### config.mk
export PLATFORM = sky130hd
export DESIGN_NAME = sptrm_dp
export DESIGN_NICKNAME = d
export VERILOG_FILES = /design/src/rtl/sptrm_pkg.sv /design/src/rtl/sptrm_dp.sv
export SDC_FILE = /design/constraint.sdc
export NUM_CORES = 1
export LEC_CHECK = 0
export ABC_AREA = 1
export BUFFER_PORTS_ARGS = -buffer_cell sky130_fd_sc_hd__buf_2
export CAP_MARGIN = 0
export CORE_UTILIZATION = 45
export CTS_CLUSTER_DIAMETER = 80
export DETAILED_ROUTE_END_ITERATION = 10
export GPL_TIMING_DRIVEN = 0
export PLACE_DENSITY_LB_ADDON = 0.12
export SYNTH_ARGS = -nofsm -noshare
export SYNTH_HDL_FRONTEND = slang
export SYNTH_SLANG_ARGS = --single-unit
### constraint.sdc
create_clock -name clk -period 2.48 [get_ports clk]
set_clock_uncertainty 0.2 [all_clocks]
set_input_delay 0.124 -clock clk [delete_from_list [all_inputs] [get_ports clk]]
set_output_delay 0.124 -clock clk [all_outputs]
set_load 0.02 [all_outputs]
### src/rtl/sptrm_pkg.sv
// sparse table range minimum: shared types, sizes and helper functions
// no dependencies; imported by every module of the block except sptrm_ram
package sptrm_pkg;

    localparam int MAX_ELEMENTS = 1024;
    localparam int LEVELS       = 11;

    localparam int IDX_W  = $clog2(MAX_ELEMENTS);
    localparam int CNT_W  = $clog2(MAX_ELEMENTS + 1);
    localparam int PW     = CNT_W + 1;
    localparam int LVL_W  = (LEVELS > 1) ? $clog2(LEVELS) : 1;
    localparam int RAM_DEPTH = LEVELS * (2 ** IDX_W);
    localparam int RAM_AW    = $clog2(RAM_DEPTH);

    localparam int DATA_W = 32;
    localparam int POS_W  = 10;
    localparam int QLEN_W = POS_W + 1;

    typedef enum logic [1:0] {
        ACT_LOAD  = 2'd0,
        ACT_QUERY = 2'd1,
        ACT_CLEAR = 2'd2
    } action_t;

    typedef enum logic [1:0] {
        STAT_OK        = 2'd0,
        STAT_BAD_RANGE = 2'd1,
        STAT_FULL      = 2'd2
    } status_t;

    typedef struct packed {
        logic [1:0]               action;
        logic signed [DATA_W-1:0] value;
        logic [POS_W-1:0]         left;
        logic [POS_W-1:0]         right;
    } req_t;

    typedef struct packed {
        logic signed [DATA_W-1:0] min_value;
        logic [1:0]               status;
    } rsp_t;

    typedef enum logic [2:0] {
        S_IDLE,
        S_LOAD,
        S_FILL,
        S_QLOOK,
        S_QFIRST,
        S_QLAST,
        S_REPLY
    } state_t;

    typedef enum logic [1:0] {
        ACC_HOLD,
        ACC_VALUE,
        ACC_RDATA,
        ACC_MIN
    } acc_op_t;

    typedef struct packed {
        acc_op_t op;
        logic    wr_value;
    } dp_ctl_t;

    // signed minimum, first operand wins a tie
    function automatic logic signed [DATA_W-1:0] smin(
        input logic signed [DATA_W-1:0] a,
        input logic signed [DATA_W-1:0] b
    );
        return (a <= b) ? a : b;
    endfunction

    // floor(log2(len)) clamped to the top level of the table
    function automatic logic [LVL_W-1:0] floor_log2(input logic [QLEN_W-1:0] len);
        int r;
        r = 0;
        for (int i = 0; i < QLEN_W; i++) begin
            if (len[i]) begin
                r = i;
            end
        end
        if (r > LEVELS - 1) begin
            r = LEVELS - 1;
        end
        return LVL_W'(r);
    endfunction

endpackage

### src/rtl/sptrm_dp.sv
// shared compare unit and running minimum register
// depends on sptrm_pkg
module sptrm_dp
    import sptrm_pkg::*;
(
    input  logic                     clk,
    input  dp_ctl_t                  ctl,
    input  logic signed [DATA_W-1:0] load_value,
    input  logic signed [DATA_W-1:0] rdata,
    output logic signed [DATA_W-1:0] wdata,
    output logic signed [DATA_W-1:0] min_out
);

    logic signed [DATA_W-1:0] acc_reg;
    logic signed [DATA_W-1:0] acc_next;
    logic signed [DATA_W-1:0] min_c;

    // during table fill, rdata is the older window and acc the one just built
    assign min_c   = smin(rdata, acc_reg);
    assign min_out = min_c;
    assign wdata   = ctl.wr_value ? load_value : min_c;

    always_comb
    begin
        unique case (ctl.op)
            ACC_VALUE: acc_next = load_value;
            ACC_RDATA: acc_next = rdata;
            ACC_MIN:   acc_next = min_c;
            default:   acc_next = acc_reg;
        endcase
    end

    always_ff @(posedge clk)
    begin
        acc_reg <= acc_next;
    end

endmodule

Word-level counts from Yosys, hierarchy flattened. Index checks and enable logic that the tools add are counted.

$lt $le $gt $ge: 1. Eq/ne operators: 3. Muxes and demuxes: 3. Reductions and logical operators: 1.

Operator list (number): one-hot mux 32 bit (3 select lines) (1); 2-to-1 mux 32 bit (2); <= comparator 32 bit (1); == test 2 bit (second input constant) (2); nonzero test 3 bit (1); == test 2 x 1 -> 1 bit (second input constant) (1).

Register bits after elaboration: 32. Bits of input ports: 68. Output and inout port bits: 64. Word-level logic and storage cells: 9.

Longest topological paths before layout.
Depth after elaboration: 3. Gate-level depth with buffers: 19. Mapped depth without buffers: 18.

Worst setup path before layout. OpenSTA, ideal clock, no wires.

Kind: register to register. Start point: register acc_reg[31]. End point: register acc_reg[10], data pin. Library setup time: 0.254 ns. Arrival time: 1.939 ns. Required time: 2.026 ns. Slack: 0.088 ns. Cell stages (with the launch flop): 13. Buffers on the path: 1. Period minus slack after synthesis: 2.392 ns. Path through: edfxtp_1 inv_1 ha_1 a21oi_1 o21a_1 nand2_1 a21oi_1 nand2_1 nand2_1 clkbuf_1 nand4_1 nand3_1 nand2_1.

Cells in the longest elaborated chain, start to end: 3.

Ends and longest elaborated chain: start, declared (RTL line sptrm_dp.sv:14) `logic signed [DATA_W-1:0] acc_reg;`; start signal, assigned (RTL line sptrm_dp.sv:35) `acc_reg <= acc_next;`; <= comparator 32 bit (RTL line sptrm_pkg.sv:70) `return (a <= b) ? a : b;`; 2-to-1 mux 32 bit (RTL line sptrm_pkg.sv:70); one-hot mux 32 bit (3 select lines) (RTL line sptrm_dp.sv:25) `unique case (ctl.op)`; via acc_next[10] (RTL line sptrm_dp.sv:15) `logic signed [DATA_W-1:0] acc_next;`.

The timed path passes the listed nets, and every way through them passes these cells. A chain may end at the register's enable or synchronous reset.

Worst setup path in the final report.
Start point: register acc_reg[29]. End point: output port wdata[18].

Cells in the longest elaborated chain, start to end: 3.

Ends and longest elaborated chain: <= comparator 32 bit (RTL line sptrm_pkg.sv:70); 2-to-1 mux 32 bit (RTL line sptrm_pkg.sv:70); 2-to-1 mux 32 bit (RTL line sptrm_dp.sv:21) `assign wdata = ctl.wr_value ? load_value : min_c;`; end, declared (RTL line sptrm_dp.sv:10) `output logic signed [DATA_W-1:0] wdata,`.

No other way between the ends.

==> results.sh <==
export IMPL_end_kind="output port"
export IMPL_critPathSlowestCell="or3_4"
export IMPL_ys_ff_latch=32
export IMPL_fin_cells=872
export IMPL_clk_pin_slew_ns=0.08
export IMPL_ys_warn_count=0
export IMPL_dieArea_mm2=0.008719
export IMPL_die_height_um=93.38
export IMPL_drc=0
export IMPL_worst_path_max_fanout=10
export IMPL_violations="negative setup slack"
export IMPL_ys_types=20
export IMPL_finalSetupViolations=96
export IMPL_ioPinCount=132
export IMPL_tritoncts="yes"
export IMPL_start_util_pct=47.64
export IMPL_fin_crit_sh_pct=120.0
export IMPL_syn_inst=600
export IMPL_antenna_cells=0
export IMPL_drt_pass1_iterations=5
export IMPL_holdWs_ns=0.004139
export IMPL_vdd_drop_max_mv=0.3782
export IMPL_maxCapViolations=0
export IMPL_path_depth=13
export IMPL_crit_chain="inv_2 > ha_4 > nand2_4 > nor2_4 > nand2_2 > inv_2 > nand4_1 > or3_4 > buf_2 > nand4_1 > nand3_1 > nand2_1 > buf_6"
export IMPL_area_growth_pct=69.76
export IMPL_cpLargestDelayFamily="simple AND/OR/NAND/NOR gates"
export IMPL_synth_area_per_cell_um2=6.262
export IMPL_final_antenna_net_count=0
export IMPL_slew_violations=0
export IMPL_cp_arrival_ns=2.65
export IMPL_cts_num_sinks=32
export IMPL_cts_root_buf="clkbuf_8"
export IMPL_final_fill_count=514
export IMPL_slew_headroom_pct=41.14
export IMPL_rows=32
export IMPL_track_usage_pct=29.34
export IMPL_grt_pass1_wl_um=20040
export IMPL_worst_path_buf_inv=4
export IMPL_hp_class="primary input to flip-flop"
export IMPL_leakagePower_nw=3.354
export IMPL_drive_above_1_share_pct=49.87
export IMPL_crit_type="flip-flop to output port"
export IMPL_seq_area_frac_synth_pct=25.57
export IMPL_critPathRequiredTime_ns=2.16
export IMPL_antenna_found_initial=0
export IMPL_finalCriticalPeriod_ns=2.976
export IMPL_tightest_slew_ns=0.8798
export IMPL_clk_path_buf_depth=2
export IMPL_largest_register_ffs=32
export IMPL_powerDensity_mw_per_mm2=637.1
export IMPL_gp_congestion=0.8584
export IMPL_grt_overflow=0
export IMPL_clkLatencyLatePin_ns=0.29
export IMPL_dp_cells=832
export IMPL_status="finished with violations"
export IMPL_hold_viol=0
export IMPL_rsz0062_at_grt="true"
export IMPL_worstSetupStartpointType="flip-flop"
export IMPL_fin_ws_ns=-0.4960
export IMPL_grt_pass1_vias=4334
export IMPL_routed_via_density=5.437
export IMPL_cpPeakStageDelay_ns=0.44
export IMPL_io_buffers=130
export IMPL_routedWlPerCell_um=16.55
export IMPL_hpwl_um=8368
export IMPL_cts_hold_fix_buffers=0
export IMPL_cts_inserted_buffers=5
export IMPL_coreArea_mm2=0.007888
export IMPL_grt_max_degree=33
export IMPL_rr_worst_depth=15
export IMPL_whs_path_depth=5
export IMPL_fmax_mhz=336.0
export IMPL_synth_net_count=700
export IMPL_vias=4741
export IMPL_final_nets=869
export IMPL_die_x_um=93.38
export IMPL_totalWireLength_um=14430
export IMPL_drt_initial_drc_count=260
export IMPL_htree_num_levels=2
export IMPL_syn_area_mm2=0.003757
==> layout by cell type (no fill, tap or decap), types with 3 or more instances in the layout <==
master     instances
buf_4             19
nand2_2           39
buf_12             3
clkbuf_8           5
o21ai_0           33
nor2_1             3
clkbuf_1           9
ha_1              16
and2_4            31
nand3_1           14
nand4_1           34
ha_4              16
nand3_2           51
nand2_1          129
a21oi_2            7
clkbuf_16          3
edfxtp_1          32
buf_6             80
nor2_2             3
nor2_4             3
buf_1              9
a21oi_1            6
buf_2             69
inv_2             15
inv_1             95
nand2_4           34
==> through the flow <==
stage	util (%)	worst slack [ns]	setup TNS (ns)	area [um^2]	power, mW
after global routing	80.87	-0.6095	-42.48	6379	4.252
final	80.87	-0.4960	-32.14	6379	4.064
after floorplan	-	0.08761	0	3757	1.858
after global placement	57.50	-0.3399	-26.43	4536	2.341
after CTS	68.88	-0.3865	-23.37	5433	3.331
after detailed placement	57.53	-0.4342	-23.91	4538	2.376
==> worst reg2reg max path, delay by kind of cell (launching register included) <==
| family | cells | cell delay (ns) |
|---|---|---|
| adders and majority gates | 1 | 0.28 |
| buffers and inverters | 5 | 0.55 |
| DFF | 1 | 0.35 |
| and+or+nand+nor | 9 | 1.14 |
==> cell families after synthesis <==
family          count (synthesis)  synth area share [%]
fa+ha+maj                      32                 10.66
simple gates                  346                 41.82
buf+inv                       139                 14.95
compound gates                 51                 6.993
flops                          32                 25.57
==> Yosys cell counts (all sizes together) <==
master	count	share of area (%)
a21o	1	0.20
a21oi	14	1.9
and2	32	5.3
buf	21	3.2
clkbuf	8	0.80
edfxtp	32	26
ha	32	11
inv	110	11
nand2	202	20
nand3	67	9.4
nand4	34	5.7
nor2	9	0.90
nor3b	1	0.20
o21a	2	0.40
o21ai	34	4.5
or3	1	0.17
==> report_power, final <==
group | total, mW | switching [mW] | leakage, nW | internal (mW)
Combinational | 2.94 | 1.55 | 2.98 | 1.39
Clock | 0.421 | 0.225 | 0.0399 | 0.196
Sequential | 0.706 | 0.0241 | 0.333 | 0.682
Total | 4.06 | 1.80 | 3.35 | 2.26
==> layout make-up <==
class | count | area [um^2] | share of cell area [%]
tap | 102 | 127.6 | 2.001
multi-input combinational | 429 | 3206 | 50.25
clock buffer | 7 | 76.32 | 1.197
timing repair buffer | 164 | 1410 | 22.11
inverter | 110 | 412.9 | 6.473
clock inverter | 1 | 3.754 | 0.05885
buffer | 27 | 181.4 | 2.844
sequential | 32 | 960.9 | 15.06
==> metal layers <==
| layer | track usage, % | share of wire [%] | vias to the layer above | routed length (um) |
|---|---|---|---|---|
| li1 | - | - | 2269 | - |
| met1 | 36.16 | 40 | 2212 | 5803 |
| met2 | 51.04 | 50 | 221 | 7180 |
| met3 | 5.203 | 7.2 | 39 | 1040 |
| met4 | 10.64 | 2.8 | 0 | 406 |
| met5 | 0 | 0 | - | 0 |
==> worst paths after layout <==
kind	start	to	slack (ns)
max reg2reg	acc_reg[29]$_DFFE_PP_	acc_reg[17]$_DFFE_PP_	-0.28
min reg2reg	acc_reg[24]$_DFFE_PP_	acc_reg[24]$_DFFE_PP_	0.57
max	acc_reg[29]$_DFFE_PP_	wdata[18]	-0.50
min	load_value[9]	acc_reg[9]$_DFFE_PP_	0.004
==> timing repair <==
action                                  4_1_cts  5_1_grt
pin swaps                                    36       81
endpoints found under the setup margin       96       96
gates cloned                                  1        3
gates resized for setup                     172      228
setup buffers                                18       13
Note: power is estimated with default switching activity, not from simulation.
