**config.mk**
```make
export PLATFORM = sky130hd
export DESIGN_NAME = sptrm_seq
export DESIGN_NICKNAME = d
export VERILOG_FILES = /design/src/rtl/sptrm_pkg.sv /design/src/rtl/sptrm_seq.sv
export SDC_FILE = /design/constraint.sdc
export NUM_CORES = 1
export LEC_CHECK = 0
export BUFFER_PORTS_ARGS = -buffer_cell sky130_fd_sc_hd__buf_2
export CAP_MARGIN = 20
export CORE_MARGIN = 1.5
export CORE_UTILIZATION = 40
export DETAILED_ROUTE_END_ITERATION = 7
export HOLD_SLACK_MARGIN = 0.03
export PLACE_DENSITY = 0.63
export SYNTH_ARGS = -nofsm -noshare
export SYNTH_HDL_FRONTEND = slang
export SYNTH_SLANG_ARGS = --single-unit
export TNS_END_PERCENT = 10
```
**constraint.sdc**
```tcl
create_clock -name clk -period 13.03 [get_ports clk]
set_input_delay 2.606 -clock clk [delete_from_list [all_inputs] [get_ports clk]]
set_output_delay 2.606 -clock clk [all_outputs]
set_load 0.05 [all_outputs]
```
**src/rtl/sptrm_pkg.sv**
```systemverilog
// sparse table range minimum: shared types, sizes and helper functions
// no dependencies; imported by every module of the block except sptrm_ram
package sptrm_pkg;

    localparam int MAX_ELEMENTS = 1024;
    localparam int LEVELS       = 11;

    localparam int IDX_W  = $clog2(MAX_ELEMENTS);
    localparam int CNT_W  = $clog2(MAX_ELEMENTS + 1);
    localparam int PW     = CNT_W + 1;
    localparam int LVL_W  = (LEVELS > 1) ? $clog2(LEVELS) : 1;
    localparam int RAM_DEPTH = LEVELS * (2 ** IDX_W);
    localparam int RAM_AW    = $clog2(RAM_DEPTH);

    localparam int DATA_W = 32;
    localparam int POS_W  = 10;
    localparam int QLEN_W = POS_W + 1;

    typedef enum logic [1:0] {
        ACT_LOAD  = 2'd0,
        ACT_QUERY = 2'd1,
        ACT_CLEAR = 2'd2
    } action_t;

    typedef enum logic [1:0] {
        STAT_OK        = 2'd0,
        STAT_BAD_RANGE = 2'd1,
        STAT_FULL      = 2'd2
    } status_t;

    typedef struct packed {
        logic [1:0]               action;
        logic signed [DATA_W-1:0] value;
        logic [POS_W-1:0]         left;
        logic [POS_W-1:0]         right;
    } req_t;

    typedef struct packed {
        logic signed [DATA_W-1:0] min_value;
        logic [1:0]               status;
    } rsp_t;

    typedef enum logic [2:0] {
        S_IDLE,
        S_LOAD,
        S_FILL,
        S_QLOOK,
        S_QFIRST,
        S_QLAST,
        S_REPLY
    } state_t;

    typedef enum logic [1:0] {
        ACC_HOLD,
        ACC_VALUE,
        ACC_RDATA,
        ACC_MIN
    } acc_op_t;

    typedef struct packed {
        acc_op_t op;
        logic    wr_value;
    } dp_ctl_t;

    // signed minimum, first operand wins a tie
    function automatic logic signed [DATA_W-1:0] smin(
        input logic signed [DATA_W-1:0] a,
        input logic signed [DATA_W-1:0] b
    );
        return (a <= b) ? a : b;
    endfunction

    // floor(log2(len)) clamped to the top level of the table
    function automatic logic [LVL_W-1:0] floor_log2(input logic [QLEN_W-1:0] len);
        int r;
        r = 0;
        for (int i = 0; i < QLEN_W; i++) begin
            if (len[i]) begin
                r = i;
            end
        end
        if (r > LEVELS - 1) begin
            r = LEVELS - 1;
        end
        return LVL_W'(r);
    endfunction

endpackage

```
**src/rtl/sptrm_seq.sv**
```systemverilog
// sequencer: request capture, table fill and query steps, result register
// depends on sptrm_pkg
module sptrm_seq
    import sptrm_pkg::*;
(
    input  logic                     clk,
    input  logic                     rst_n,
    input  logic                     req_valid,
    output logic                     req_stall,
    input  req_t                     req,
    output logic                     rsp_valid,
    input  logic                     rsp_stall,
    output rsp_t                     rsp,
    output dp_ctl_t                  dp_ctl,
    output logic signed [DATA_W-1:0] load_value,
    input  logic signed [DATA_W-1:0] dp_min,
    output logic                     ram_we,
    output logic [RAM_AW-1:0]        ram_waddr,
    output logic                     ram_re,
    output logic [RAM_AW-1:0]        ram_raddr
);

    state_t            state_reg, state_next;
    logic [CNT_W-1:0]  count_reg, count_next;
    logic [LVL_W-1:0]  lvl_reg, lvl_next;
    logic [PW-1:0]     pow_reg, pow_next;
    logic [IDX_W-1:0]  idx_reg, idx_next;
    req_t              req_reg, req_next;
    rsp_t              res_reg, res_next;
    logic              rsp_valid_reg, rsp_valid_next;
    rsp_t              rsp_reg, rsp_next;

    logic              full;
    logic              slot_free;
    logic [PW-1:0]     cnt_plus;
    logic [PW-1:0]     fill_start;
    logic [PW-1:0]     next_start;
    logic              more;
    logic              bad_range;
    logic [QLEN_W-1:0] qlen;
    logic [LVL_W-1:0]  qlg;
    logic [QLEN_W-1:0] qpow;
    logic [QLEN_W-1:0] qsecond;

    assign full       = (32'(count_reg) == MAX_ELEMENTS);
    assign slot_free  = !rsp_valid_reg || !rsp_stall;
    assign cnt_plus   = PW'(count_reg) + PW'(1);
    assign fill_start = cnt_plus - pow_reg;
    assign next_start = cnt_plus - (pow_reg << 1);
    // another level fits when it stays inside the table and the loaded prefix
    assign more       = ((32'(lvl_reg) + 1) < LEVELS) && ((pow_reg << 1) <= cnt_plus);

    assign bad_range  = (req_reg.left > req_reg.right)
                     || (32'(req_reg.right) >= 32'(count_reg));
    assign qlen       = QLEN_W'(req_reg.right) - QLEN_W'(req_reg.left) + QLEN_W'(1);
    assign qlg        = floor_log2(qlen);
    assign qpow       = QLEN_W'(1) << qlg;
    assign qsecond    = QLEN_W'(req_reg.right) + QLEN_W'(1) - qpow;

    assign req_stall  = (state_reg != S_IDLE);
    assign rsp_valid  = rsp_valid_reg;
    assign rsp        = rsp_reg;
    assign load_value = req_reg.value;

    always_comb
    begin
        state_next = state_reg;
        unique case (state_reg)
            S_IDLE:
            begin
                if (req_valid)
                begin
                    if (req.action == ACT_LOAD && !full)
                    begin
                        state_next = S_LOAD;
                    end
                    else if (req.action == ACT_QUERY)
                    begin
                        state_next = S_QLOOK;
                    end
                    else
                    begin
                        state_next = S_REPLY;
                    end
                end
            end
            S_LOAD, S_FILL:
            begin
                state_next = more ? S_FILL : S_REPLY;
            end
            S_QLOOK:
            begin
                state_next = bad_range ? S_REPLY : S_QFIRST;
            end
            S_QFIRST:
            begin
                state_next = S_QLAST;
            end
            S_QLAST:
            begin
                state_next = S_REPLY;
            end
            S_REPLY:
            begin
                if (slot_free)
                begin
                    state_next = S_IDLE;
                end
            end
            default:
            begin
                state_next = S_IDLE;
            end
        endcase
    end

    always_comb
    begin
        dp_ctl         = '{op: ACC_HOLD, wr_value: 1'b0};
        ram_we         = 1'b0;
        ram_waddr      = '0;
        ram_re         = 1'b0;
        ram_raddr      = '0;
        count_next     = count_reg;
        lvl_next       = lvl_reg;
        pow_next       = pow_reg;
        idx_next       = idx_reg;
        req_next       = req_reg;
        res_next       = res_reg;
        rsp_valid_next = rsp_valid_reg && rsp_stall;
        rsp_next       = rsp_reg;

        unique case (state_reg)
            S_IDLE:
            begin
                if (req_valid)
                begin
                    req_next = req;
                    res_next = '{min_value: '0, status: STAT_OK};
                    lvl_next = '0;
                    pow_next = PW'(1);
                    if (req.action == ACT_LOAD && full)
                    begin
                        res_next.status = STAT_FULL;
                    end
                    if (req.action == ACT_CLEAR)
                    begin
                        count_next = '0;
                    end
                end
            end
            S_LOAD:
            begin
                // level 0 entry is the value itself
                ram_we    = 1'b1;
                ram_waddr = RAM_AW'({lvl_reg, count_reg[IDX_W-1:0]});
                dp_ctl    = '{op: ACC_VALUE, wr_value: 1'b1};
                if (more)
                begin
                    ram_re    = 1'b1;
                    ram_raddr = RAM_AW'({lvl_reg, next_start[IDX_W-1:0]});
                    lvl_next  = lvl_reg + LVL_W'(1);
                    pow_next  = pow_reg << 1;
                end
                else
                begin
                    count_next = cnt_plus[CNT_W-1:0];
                end
            end
            S_FILL:
            begin
                // window ending at the new index = min(older half, newer half)
                ram_we    = 1'b1;
                ram_waddr = RAM_AW'({lvl_reg, fill_start[IDX_W-1:0]});
                dp_ctl    = '{op: ACC_MIN, wr_value: 1'b0};
                if (more)
                begin
                    ram_re    = 1'b1;
                    ram_raddr = RAM_AW'({lvl_reg, next_start[IDX_W-1:0]});
                    lvl_next  = lvl_reg + LVL_W'(1);
                    pow_next  = pow_reg << 1;
                end
                else
                begin
                    count_next = cnt_plus[CNT_W-1:0];
                end
            end
            S_QLOOK:
            begin
                if (bad_range)
                begin
                    res_next.status = STAT_BAD_RANGE;
                end
                else
                begin
                    ram_re    = 1'b1;
                    ram_raddr = RAM_AW'({qlg, IDX_W'(req_reg.left)});
                    lvl_next  = qlg;
                    idx_next  = IDX_W'(qsecond);
                end
            end
            S_QFIRST:
            begin
                ram_re    = 1'b1;
                ram_raddr = RAM_AW'({lvl_reg, idx_reg});
                dp_ctl    = '{op: ACC_RDATA, wr_value: 1'b0};
            end
            S_QLAST:
            begin
                res_next.min_value = dp_min;
            end
            S_REPLY:
            begin
                if (slot_free)
                begin
                    rsp_valid_next = 1'b1;
                    rsp_next       = res_reg;
                end
            end
            default:
            begin
            end
        endcase
    end

    always_ff @(posedge clk or negedge rst_n)
    begin
        if (!rst_n)
        begin
            state_reg     <= S_IDLE;
            count_reg     <= '0;
            lvl_reg       <= '0;
            pow_reg       <= PW'(1);
            rsp_valid_reg <= 1'b0;
        end
        else
        begin
            state_reg     <= state_next;
            count_reg     <= count_next;
            lvl_reg       <= lvl_next;
            pow_reg       <= pow_next;
            rsp_valid_reg <= rsp_valid_next;
        end
    end

    always_ff @(posedge clk)
    begin
        idx_reg <= idx_next;
        req_reg <= req_next;
        res_reg <= res_next;
        rsp_reg <= rsp_next;
    end

endmodule

```
# After elaboration in Yosys (flattened, before gate mapping)
# Index checks and enable logic that the tools add are counted.
[totals]
reg_bits = 160
inputBits = 90
out_inout_bits = 101
word_cells = 116
[classes]
n_addsub = 9
order_cmp = 5
n_eq_ne = 16
n_shift = 1
muxes = 45
n_bitwise = 1
n_reduce_logical = 26
[op_table]
columns = ["cell", "n"]
rows = [
  ["two-way mux 32 bit", 4],
  ["one-hot mux 32 bit (2 select lines)", 1],
  ["two-way mux 11 bit", 5],
  ["one-hot mux 11 bit (2 select lines)", 2],
  ["one-hot mux 14 bit (3 select lines)", 1],
  ["two-way mux 34 bit", 1],
  ["> comparator 32 x 5 -> 1 bit (second input constant)", 1],
  ["subtractor 10 bit", 3],
  ["two-way mux 14 bit", 2],
  ["one-hot mux 14 bit (2 select lines)", 1],
  ["two-way mux 3 bit", 8],
  ["one-hot mux 3 bit (6 select lines)", 1],
  ["two-way mux 4 bit", 4],
  ["adder 11 x 1 -> 12 bit (second input constant)", 1],
  ["<= comparator 12 bit", 1],
  ["!= test 2 bit (second input constant)", 6],
  ["one-hot mux 4 bit (3 select lines)", 1],
  ["adder 11 x 1 -> 11 bit (second input constant)", 1],
  ["equality test 11 bit (second input constant)", 1],
  [">= comparator 10 x 11 -> 1 bit", 1],
  ["subtractor 10 x 10 -> 11 bit", 1],
  ["adder 10 x 1 -> 10 bit (second input constant)", 1],
  ["> comparator 10 bit", 1],
  ["two-way mux 2 bit", 5],
  ["26 further kinds", 49],
]

# Depth between registers and ports, before layout
# Gate-level depths: netlist (run 1).
[logic_depth]
word_depth = 16
mapped_depth = 25

# Worst setup path after synthesis (run 1)
# No wires, ideal clock.
[synth_timing]
kind = "register to output"
from = "register count_reg[1]"
to = "output ram_raddr[0]"
t_arrival_ps = 4107
t_required_ps = 10424
slack_ps = 6317
path_stages_with_launch = 16
path_cell_list = "dfrtp_1 -> ha_1 -> and3_1 -> and3_1 -> and3_1 -> nand3_1 -> xor2_1 -> ha_1 -> nand4_1 -> nor2_1 -> a221oi_1 -> o21ai_2 -> nand2b_1 -> buf_2 -> clkbuf_1 -> o21ai_0"
[synth_via]
elab_chain_len = 5
elab_cells_between_ends = 8
[synth_lines]
columns = ["item", "line", "text"]
rows = [
  ["start: declaration", "sptrm_seq.sv:24", "logic [CNT_W-1:0] count_reg, count_next;"],
  ["start signal: assignment", "sptrm_seq.sv:239", "count_reg <= count_next;"],
  ["adder 11 x 1 -> 12 bit", "sptrm_seq.sv:47", "assign cnt_plus = PW'(count_reg) + PW'(1);"],
  ["<= comparator 12 bit", "sptrm_seq.sv:51", "assign more = ((32'(lvl_reg) + 1) < LEVELS) && ((pow_reg << 1) <= cnt_plus);"],
  ["logical AND 1 bit", "sptrm_seq.sv:51", ""],
  ["two-way mux 14 bit", "sptrm_seq.sv:158, sptrm_seq.sv:176", ""],
  ["one-hot mux 14 bit (3 select lines) *", "sptrm_seq.sv:133", "unique case (state_reg)"],
  ["end: declaration", "sptrm_seq.sv:20", "output logic [RAM_AW-1:0] ram_raddr"],
]
# Every way passes the cells marked *; elsewhere a longest branch is shown, timed or not.

# Worst setup path in the final report (run 1)
[layout_timing]
from = "register count_reg[0]"
to = "output ram_raddr[10]"
# The elaborated chain is that of the path after synthesis.

==> flow_summary.yaml, run 1 <==
routing:
  wl_um: 21700
  drt-pass1-iter-count: 5
  drc_errors: 0
  drt-vias-per-instance: 5.17
  vias: 6533
  wire_per_inst_um: 17.2
  drt_iter0_drc: 430
  ant_nets: 0
critical_path:
  cp-end-kind: "primary output"
  crit_start: "count_reg[0]"
  timing.rr.start: "req_reg[11]"
  startpoint_type: "register"
  setup.worst_path.class: "register to primary output"
  cp_data_required_time_ns: 10.42
  crit_path_max_fanout: 19
  crit_arrival_ns: 4.86
sta:
  hold_ws_ns: 0.418
  setup_viol: 0
  finClkSkew_ns: 0.00968
  rsz0062_at_grt: "no"
  min_period_ns: 7.47
  fmax_mhz: 134
  relSlewSlack: 0.407
  slew_viol_final: 0
  tightestPinTransition_ns: 0.890
  tns_ns: 0
  fin_crit_sh: 0.573
  final-hold-violation-count: 0
synthesis:
  synth.avg_cell_area_um2: 11.2
  syn_area_mm2: 0.00905
  synth_ff_type: "edfxtp_1"
  ys_types: 75
  ys_async_sr_fraction: 0.188
  yosys_warnings: 0
  yosysSeqAreaShare: 0.515
  synth_cells: 806
  yosys_register_bits: 160
  syn-num-nets: 986
  synth_edf_count: 130
global_route:
  gr-total-overflow: 0
  grt_max_degree: 55
  antenna_found_initial: 1
  grt_usage: 0.190
  first_global_vias: 6360
  grt_pass1_wl_um: 34300
status:
  status: "finished, final reports clean"
power:
  p_leak_nw: 4.59
  power.density_mw_per_mm2: 267
  vdd_ir_drop_max_uv: 101
die:
  die_w_um: 153
  io_pins: 191
  initial_utilization: 0.411
  die_area_mm2: 0.0235
  die_h_um: 153
  rows: 54
  core_mm2: 0.0220
cts:
  post_cts_buffers: 0
  cts-htree-levels: 4
  cts_max_path_buffers: 2
  clk_pin_slew_ns: 0.08
  cts_tree: "yes"
  holdBufCountCts: 0
  clock-root-buffer: "clkbuf_16"
  clk-insertion-delay-late_ns: 0.43
  post_cts_resized: 0
  numClockSinks: 160
  cts_made_buffers: 17
finish:
  final_common_cell: "buf_2"
  final_cell_mix: "buf_2 (190), edfxtp_1 (130), ha_1 (85), inv_1 (70), o21ai_0 (61)"
  fin_nets: 1149
  fillers: 2009
  finalInstanceArea_mm2: 0.0107
  areaGrowthSynthToFinish_pct: 18.6
  drive_above_1_share: 0.255
place:
  post-dp-hpwl_um: 16300
  gp_congestion: 0.882
  dpl_cell_area_mm2: 0.0101
  io_buffers: 190
run:
  maxCapViolations: 0
worst_hold_path:
  min_from: "res_reg[26]"
  min_path_type: "register to register"
critical path: stages, from the launching register on:
cell	delay (ns)
dfrtp_1	0.56
ha_1	0.30
and3_1	0.21
and3_1	0.24
and3_1	0.27
nand3_1	0.11
xor2_1	0.21
ha_1	0.28
nand4_1	0.14
nor2_1	0.06
a221oi_1	0.41
o21ai_2	0.21
nand2b_1	0.56
nand2_1	0.40
nand2_1	0.09
o21ai_1	0.09
buf_2	0.28
per-layer routing:
metal	routed length, um	part of all wire	GRT usage
met5	0	0	0
met4	327	0.015	0.0601
met3	1180	0.054	0.0439
met2	10400	0.48	0.313
met1	9780	0.45	0.248
cells by family (layout without fill, tap and decap cells):
kind of cell / count (synthesis) / in the layout / share of synthesized area
flip-flops: 160 / 160 / 0.515
AND/OR/NAND/NOR: 225 / 225 / 0.132
AO/OA/AOI/OAI: 171 / 171 / 0.121
multiplexers: 2 / 2 / 0.00235
buffers and inverters: 120 / 296 / 0.0636
XOR/XNOR: 37 / 37 / 0.0366
adder cells (fa/ha/maj): 91 / 91 / 0.130
other: 0 / 1 / 0
cell type report:
class	count	area, um^2	share of cell area
Multi-Input combinational cell	526	3830	0.358
Clock buffer	17	425	0.0397
Inverter	70	263	0.0245
Antenna cell	1	2.50	0.000233
Clock inverter	15	201	0.0188
Timing Repair Buffer	194	993	0.0926
Tap cell	280	350	0.0327
Sequential cell	160	4660	0.434
synthesized netlist by cell type, drive strengths merged (14+ instances only):
library cell / count / area [um^2]
a21oi: 27 / 139
and2: 37 / 231
buf: 36 / 260
clkbuf: 14 / 52.6
dfrtp: 29 / 726
edfxtp: 130 / 3900
ha: 85 / 1060
inv: 70 / 263
nand2: 54 / 210
nand3: 21 / 105
nor2: 35 / 131
o21ai: 72 / 368
xnor2: 24 / 218
through the flow:
| stage | setup slack, ns | utilization | total power [mW] | cells |
|---|---|---|---|---|
| after floorplan | 6.32 | - | 1.97 | 806 |
| after global placement | 6.05 | 0.458 | 2.34 | 1229 |
| after detailed placement | 6.03 | 0.458 | 2.35 | 1229 |
| after CTS | 5.55 | 0.486 | 2.88 | 1261 |
| after global routing | 5.15 | 0.487 | 3.05 | 1263 |
| final | 5.56 | 0.487 | 2.87 | 1263 |
worst paths after layout:
path	end	slack, ns	cells after the start
min in group asynchronous	pow_reg[3]	2.24	1
max in group asynchronous	state_reg[0]	10.29	1
max reg2reg	idx_reg[9]	7.56	24
max	ram_raddr[10]	5.56	16
min reg2reg	rsp[26]	0.42	0
min	rsp[26]	0.42	0
power breakdown:
group | leakage, nW | internal (mW) | switching, mW
registers | 1.61 | 0.717 | 0.0915
logic | 2.67 | 0.471 | 1.06
clock network | 0.303 | 0.266 | 0.258
Note: power is estimated with default switching activity, not from simulation.
==> run 2: changes to the inputs <==
--- a/config.mk
+++ b/config.mk
@@ -11,7 +11,7 @@
 export CORE_UTILIZATION = 40
 export DETAILED_ROUTE_END_ITERATION = 7
 export HOLD_SLACK_MARGIN = 0.03
-export PLACE_DENSITY = 0.63
+export PLACE_DENSITY = 0.65
 export SYNTH_ARGS = -nofsm -noshare
 export SYNTH_HDL_FRONTEND = slang
 export SYNTH_SLANG_ARGS = --single-unit
==> constraint.sdc (replaced) <==
create_clock -name clk -period 6.19 [get_ports clk]
set_input_delay 1.238 -clock clk [delete_from_list [all_inputs] [get_ports clk]]
set_output_delay 1.238 -clock clk [all_outputs]
set_load 0.05 [all_outputs]
==> run 2 against run 1 <==
  * Register-to-register slack worse by 6.7 ns
  * Design area about the same
  * Sequential share of layout area about the same
  * Core utilization about the same
  * Power up 110%
==> flow_summary.yaml, run 2 (synthesis results as in run 1) <==
power:
  vdd_ir_drop_max_uv: 252
  p_leak_nw: 4.59
  power.density_mw_per_mm2: 562
  power_mw: 6.03
sta:
  fin_crit_sh: 0.938
  hold_ws_ns: 0.413
  min_period_ns: 5.81
  final-hold-violation-count: 0
  fmax_mhz: 172
  tns_ns: 0
  setup_viol: 0
  tightestPinTransition_ns: 0.933
  rsz0062_at_grt: "no"
  relSlewSlack: 0.378
  finClkSkew_ns: 0.0115
  setup_slack_ns: 0.382
  slew_viol_final: 0
worst_hold_path:
  min_path_type: "register to register"
routing:
  vias: 6565
  wl_um: 21500
  wl_met1_um: 9840
  wire_per_inst_um: 17.0
  ant_nets: 0
  drt-pass1-iter-count: 5
  wl_met3_um: 1270
  drt-vias-per-instance: 5.20
  drc_errors: 0
  wl_met2_um: 9810
  drt_iter0_drc: 437
  highest_layer: "met4"
status:
  status: "finished, final reports clean"
critical_path:
  startpoint_type: "register"
  crit_arrival_ns: 4.57
  crit_path_max_fanout: 13
  cp_data_required_time_ns: 4.95
  cp-end-kind: "primary output"
  setup.worst_path.class: "register to primary output"
finish:
  multi_input_area_mm2: 0.00383
  fillers: 2051
  final_cell_mix: "buf_2 (190), edfxtp_1 (130), ha_1 (85), inv_1 (70), o21ai_0 (61)"
  final_common_cell: "buf_2"
  fin_nets: 1150
  finalInstanceArea_mm2: 0.0107
  seq_area_mm2: 0.00466
  drive_above_1_share: 0.255
  antenna_cells: 0
  areaGrowthSynthToFinish_pct: 18.5
die:
  die_w_um: 153
  rows: 54
  initial_utilization: 0.411
  die_h_um: 153
  io_pins: 191
  core_mm2: 0.0220
  die_area_mm2: 0.0235
cts:
  cts_max_path_buffers: 2
  cts-htree-levels: 4
  clk_pin_slew_ns: 0.08
  cts_made_buffers: 17
  cts_tree: "yes"
  clock-root-buffer: "clkbuf_16"
  numClockSinks: 160
  clk-insertion-delay-late_ns: 0.43
  holdBufCountCts: 0
  post_cts_resized: 0
  post_cts_buffers: 0
place:
  io_buffers: 190
  gp_congestion: 0.870
  post-dp-hpwl_um: 16200
  dpl_cell_area_mm2: 0.0101
  post-place-ws_ns: 0.874
global_route:
  gr-total-overflow: 0
  antenna_found_initial: 0
  grt_usage: 0.189
  first_global_vias: 6492
  grt_max_degree: 55
  grt_pass1_wl_um: 34200
run:
  maxCapViolations: 0
==> run 2: final timing paths <==
| check | startpoint | cells past startpoint | end | slack [ns] |
|---|---|---|---|---|
| worst min-delay path | res_reg[32] | 0 | rsp[32] | 0.41 |
| worst max-delay path | count_reg[0] | 15 | ram_raddr[5] | 0.38 |
| max in group asynchronous | rst_n | 1 | lvl_reg[2] | 4.83 |
| min in group asynchronous | rst_n | 1 | pow_reg[4] | 0.87 |
| worst max register to register | req_reg[11] | 24 | idx_reg[9] | 0.82 |
| worst min register to register | res_reg[32] | 0 | rsp[32] | 0.41 |
==> run 2: layout make-up <==
cell class,count,area share
tap,280,0.0327
clock buffer,17,0.0397
multi-input combinational,526,0.358
timing repair buffer,195,0.0933
clock inverter,15,0.0182
sequential,160,0.434
inverter,70,0.0245
==> run 2: per-stage QoR <==
step                      cells   util
final                      1263  0.487
after global routing       1263  0.487
after CTS                  1262  0.486
after detailed placement   1230  0.458
after global placement     1230  0.458
after floorplan             806      -
==> run 2: metal layers <==
metal	global-route usage	up-vias
met3	0.0448	36
met2	0.299	228
met4	0.0763	0
li1	-	3204
met1	0.250	3097
met5	0	-
==> run 2: report_power, final <==
| group | switching, mW | internal (mW) |
|---|---|---|
| logic | 2.22 | 0.998 |
| clock network | 0.491 | 0.617 |
| registers | 0.193 | 1.51 |
==> run 2: worst max-delay path, cell delays in order, from the launching register on <==
cell      delay (ns)
dfrtp_1         0.58
ha_1            0.31
and3_1          0.22
and3_1          0.23
and3_1          0.26
nand3_1         0.11
xor2_1          0.17
ha_1            0.30
nand4_1         0.13
nor2_1          0.06
a221oi_1        0.41
o21ai_2         0.22
nand2b_1        0.32
buf_4           0.26
o31ai_1         0.26
buf_2           0.31
==> run 3: changes to the inputs <==
--- a/config.mk
+++ b/config.mk
@@ -15,4 +15,4 @@
 export SYNTH_ARGS = -nofsm -noshare
 export SYNTH_HDL_FRONTEND = slang
 export SYNTH_SLANG_ARGS = --single-unit
-export TNS_END_PERCENT = 10
+export TNS_END_PERCENT = 20
==> constraint.sdc (replaced) <==
create_clock -name clk -period 6.19 [get_ports clk]
set_input_delay 0.3095 -clock clk [delete_from_list [all_inputs] [get_ports clk]]
set_output_delay 0.3095 -clock clk [all_outputs]
set_load 0.05 [all_outputs]
==> run 3 against run 2 <==
  * Die area unchanged
  * Via count decreased by 0.56%
  * Critical path depth increased by 10
  * Setup slack improved by 0.46 ns
  * Non-clock buffer count unchanged
  * Core utilization about the same
  * Clock power about the same
  * Sequential share of layout area about the same
  * Highest routed layer unchanged
  * Critical path type is now register to register
  * Sequential power about the same
==> flow_summary.yaml, run 3 (synthesis results as in run 1) <==
routing:
  drc_errors: 0
  ant_nets: 0
  drt-pass1-iter-count: 7
  drt_iter0_drc: 443
  wire_per_inst_um: 16.7
  wl_um: 21100
  vias: 6528
  drt-vias-per-instance: 5.17
status:
  status: "finished, final reports clean"
finish:
  fin_nets: 1150
  areaGrowthSynthToFinish_pct: 18.6
  final_cell_mix: "buf_2 (190), edfxtp_1 (130), ha_1 (85), inv_1 (70), o21ai_0 (61)"
  fillers: 2043
  finalInstanceArea_mm2: 0.0107
  final_cell_count_no_fill: 1263
  antenna_cells: 0
  final_common_cell: "buf_2"
  drive_above_1_share: 0.254
place:
  io_buffers: 190
  dpl_cell_area_mm2: 0.0101
  gp_congestion: 0.855
  post-dp-hpwl_um: 15900
  dp.cells: 1229
cts:
  clk_pin_slew_ns: 0.08
  numClockSinks: 160
  post_cts_resized: 0
  clk-insertion-delay-late_ns: 0.42
  cts_tree: "yes"
  cts-htree-levels: 4
  clock-root-buffer: "clkbuf_16"
  cts_max_path_buffers: 2
  cts_made_buffers: 17
sta:
  finClkSkew_ns: 0.0111
  min_period_ns: 5.35
  tns_ns: 0
  fmax_mhz: 187
  slew_viol_final: 0
  tightestPinTransition_ns: 0.898
  rsz0062_at_grt: "no"
  fin_crit_sh: 0.864
  final-hold-violation-count: 0
  relSlewSlack: 0.401
  setup_viol: 0
worst_hold_path:
  min_path_type: "input port to register"
  min_from: "req[46]"
  min_to: "load_value[26]"
  holdPathStages: 1
run:
  maxCapViolations: 0
power:
  p_leak_nw: 4.59
  power.density_mw_per_mm2: 556
  vdd_ir_drop_max_uv: 268
critical_path:
  timing.rr.start: "req_reg[1]"
  cp_data_required_time_ns: 6.36
  setup.worst_path.class: "register to register"
  r2r_end: "idx_reg[9]"
  crit_path_max_fanout: 5
  cp-end-kind: "register"
  crit_start: "req_reg[1]"
  timing.reg2reg.worst_path_depth: 25
  startpoint_type: "register"
  r2r_setup_slack_ns: 0.84
  crit_arrival_ns: 5.52
global_route:
  gr-total-overflow: 0
  grt_max_degree: 54
  grt_usage: 0.182
  first_global_vias: 6510
  grt_pass1_wl_um: 33500
  antenna_found_initial: 0
die:
  io_pins: 191
  die_w_um: 153
  core_mm2: 0.0220
  die_h_um: 153
  rows: 54
  die_area_mm2: 0.0235
  initial_utilization: 0.411
-- run 3: changes by cell type in the layout (fill, tap and decap cells not counted), sizes merged --
cell,delta
inv,+1
clkinvlp,-1
bufinv,-2
dlygate4sd3,+1
clkinv,+2
buf,-1
-- run 3: worst max-delay path by stage --
stage	endpoint	slack [ns]	cells after the start
after detailed placement	idx_reg[9]	0.87	25
after global placement	idx_reg[9]	0.95	24
after CTS	idx_reg[9]	0.84	25
after global routing	idx_reg[9]	0.49	25
final	idx_reg[9]	0.84	25
after floorplan	idx_reg[9]	1.34	23
-- run 3: layer usage --
metal  vias up  GRT usage  share of wire
met5         -          0              0
met3        36     0.0408          0.067
met4         0     0.0684          0.024
met1      3051      0.242           0.46
li1       3211          -              -
met2       230      0.291           0.45
-- run 3: final cells by class --
class,instances,area (um^2),share of cell area
sequential,160,4660,0.434
multi-input combinational,526,3830,0.357
timing repair buffer,195,1000,0.0935
clock buffer,17,425,0.0397
tap,280,350,0.0327
inverter,70,263,0.0245
clock inverter,15,196,0.0183
-- run 3: timing repair --
item,CTS,global route
hold buffers,1,0
buffers inserted,0,0
hold endpoints to repair,29,0
-- run 3: where the power goes --
part / leakage, nW / internal (mW) / switching [mW]
sequential: 1.61 / 1.51 / 0.189
combinational: 2.68 / 0.992 / 2.19
clock: 0.302 / 0.558 / 0.521
total: 4.59 / 3.06 / 2.90
-- run 3: worst max-delay path, stage by stage, from the launching register on --
cell and delay (ns):
edfxtp_1 0.37, inv_1 0.12, ha_1 0.32, inv_1 0.05, ha_1 0.23, fa_1 0.42
a211oi_2 0.33, o21a_1 0.18, o21bai_1 0.07, a2111oi_0 0.44, o31a_2 0.27, and2_1 0.19
and4_1 0.19, ha_1 0.23, inv_1 0.06, ha_1 0.16, inv_1 0.06, fa_1 0.39
inv_1 0.07, a21oi_1 0.06, o21ai_0 0.26, a21o_1 0.16, nand2_1 0.07, a21oi_1 0.17
xnor2_1 0.16, xnor2_1 0.09
-- run 3: metrics by stage --
step           hold WS [ns]  setup slack, ns   util  power [mW]
2_1_floorplan        0.0139             1.34      -        4.15
6_report             0.0556            0.845  0.487        5.96
3_5_place_dp          0.405            0.868  0.458        4.89
3_3_place_gp          0.401            0.947  0.458        4.86
5_1_grt              0.0372            0.486  0.487        6.36
4_1_cts              0.0309            0.841  0.486        6.00
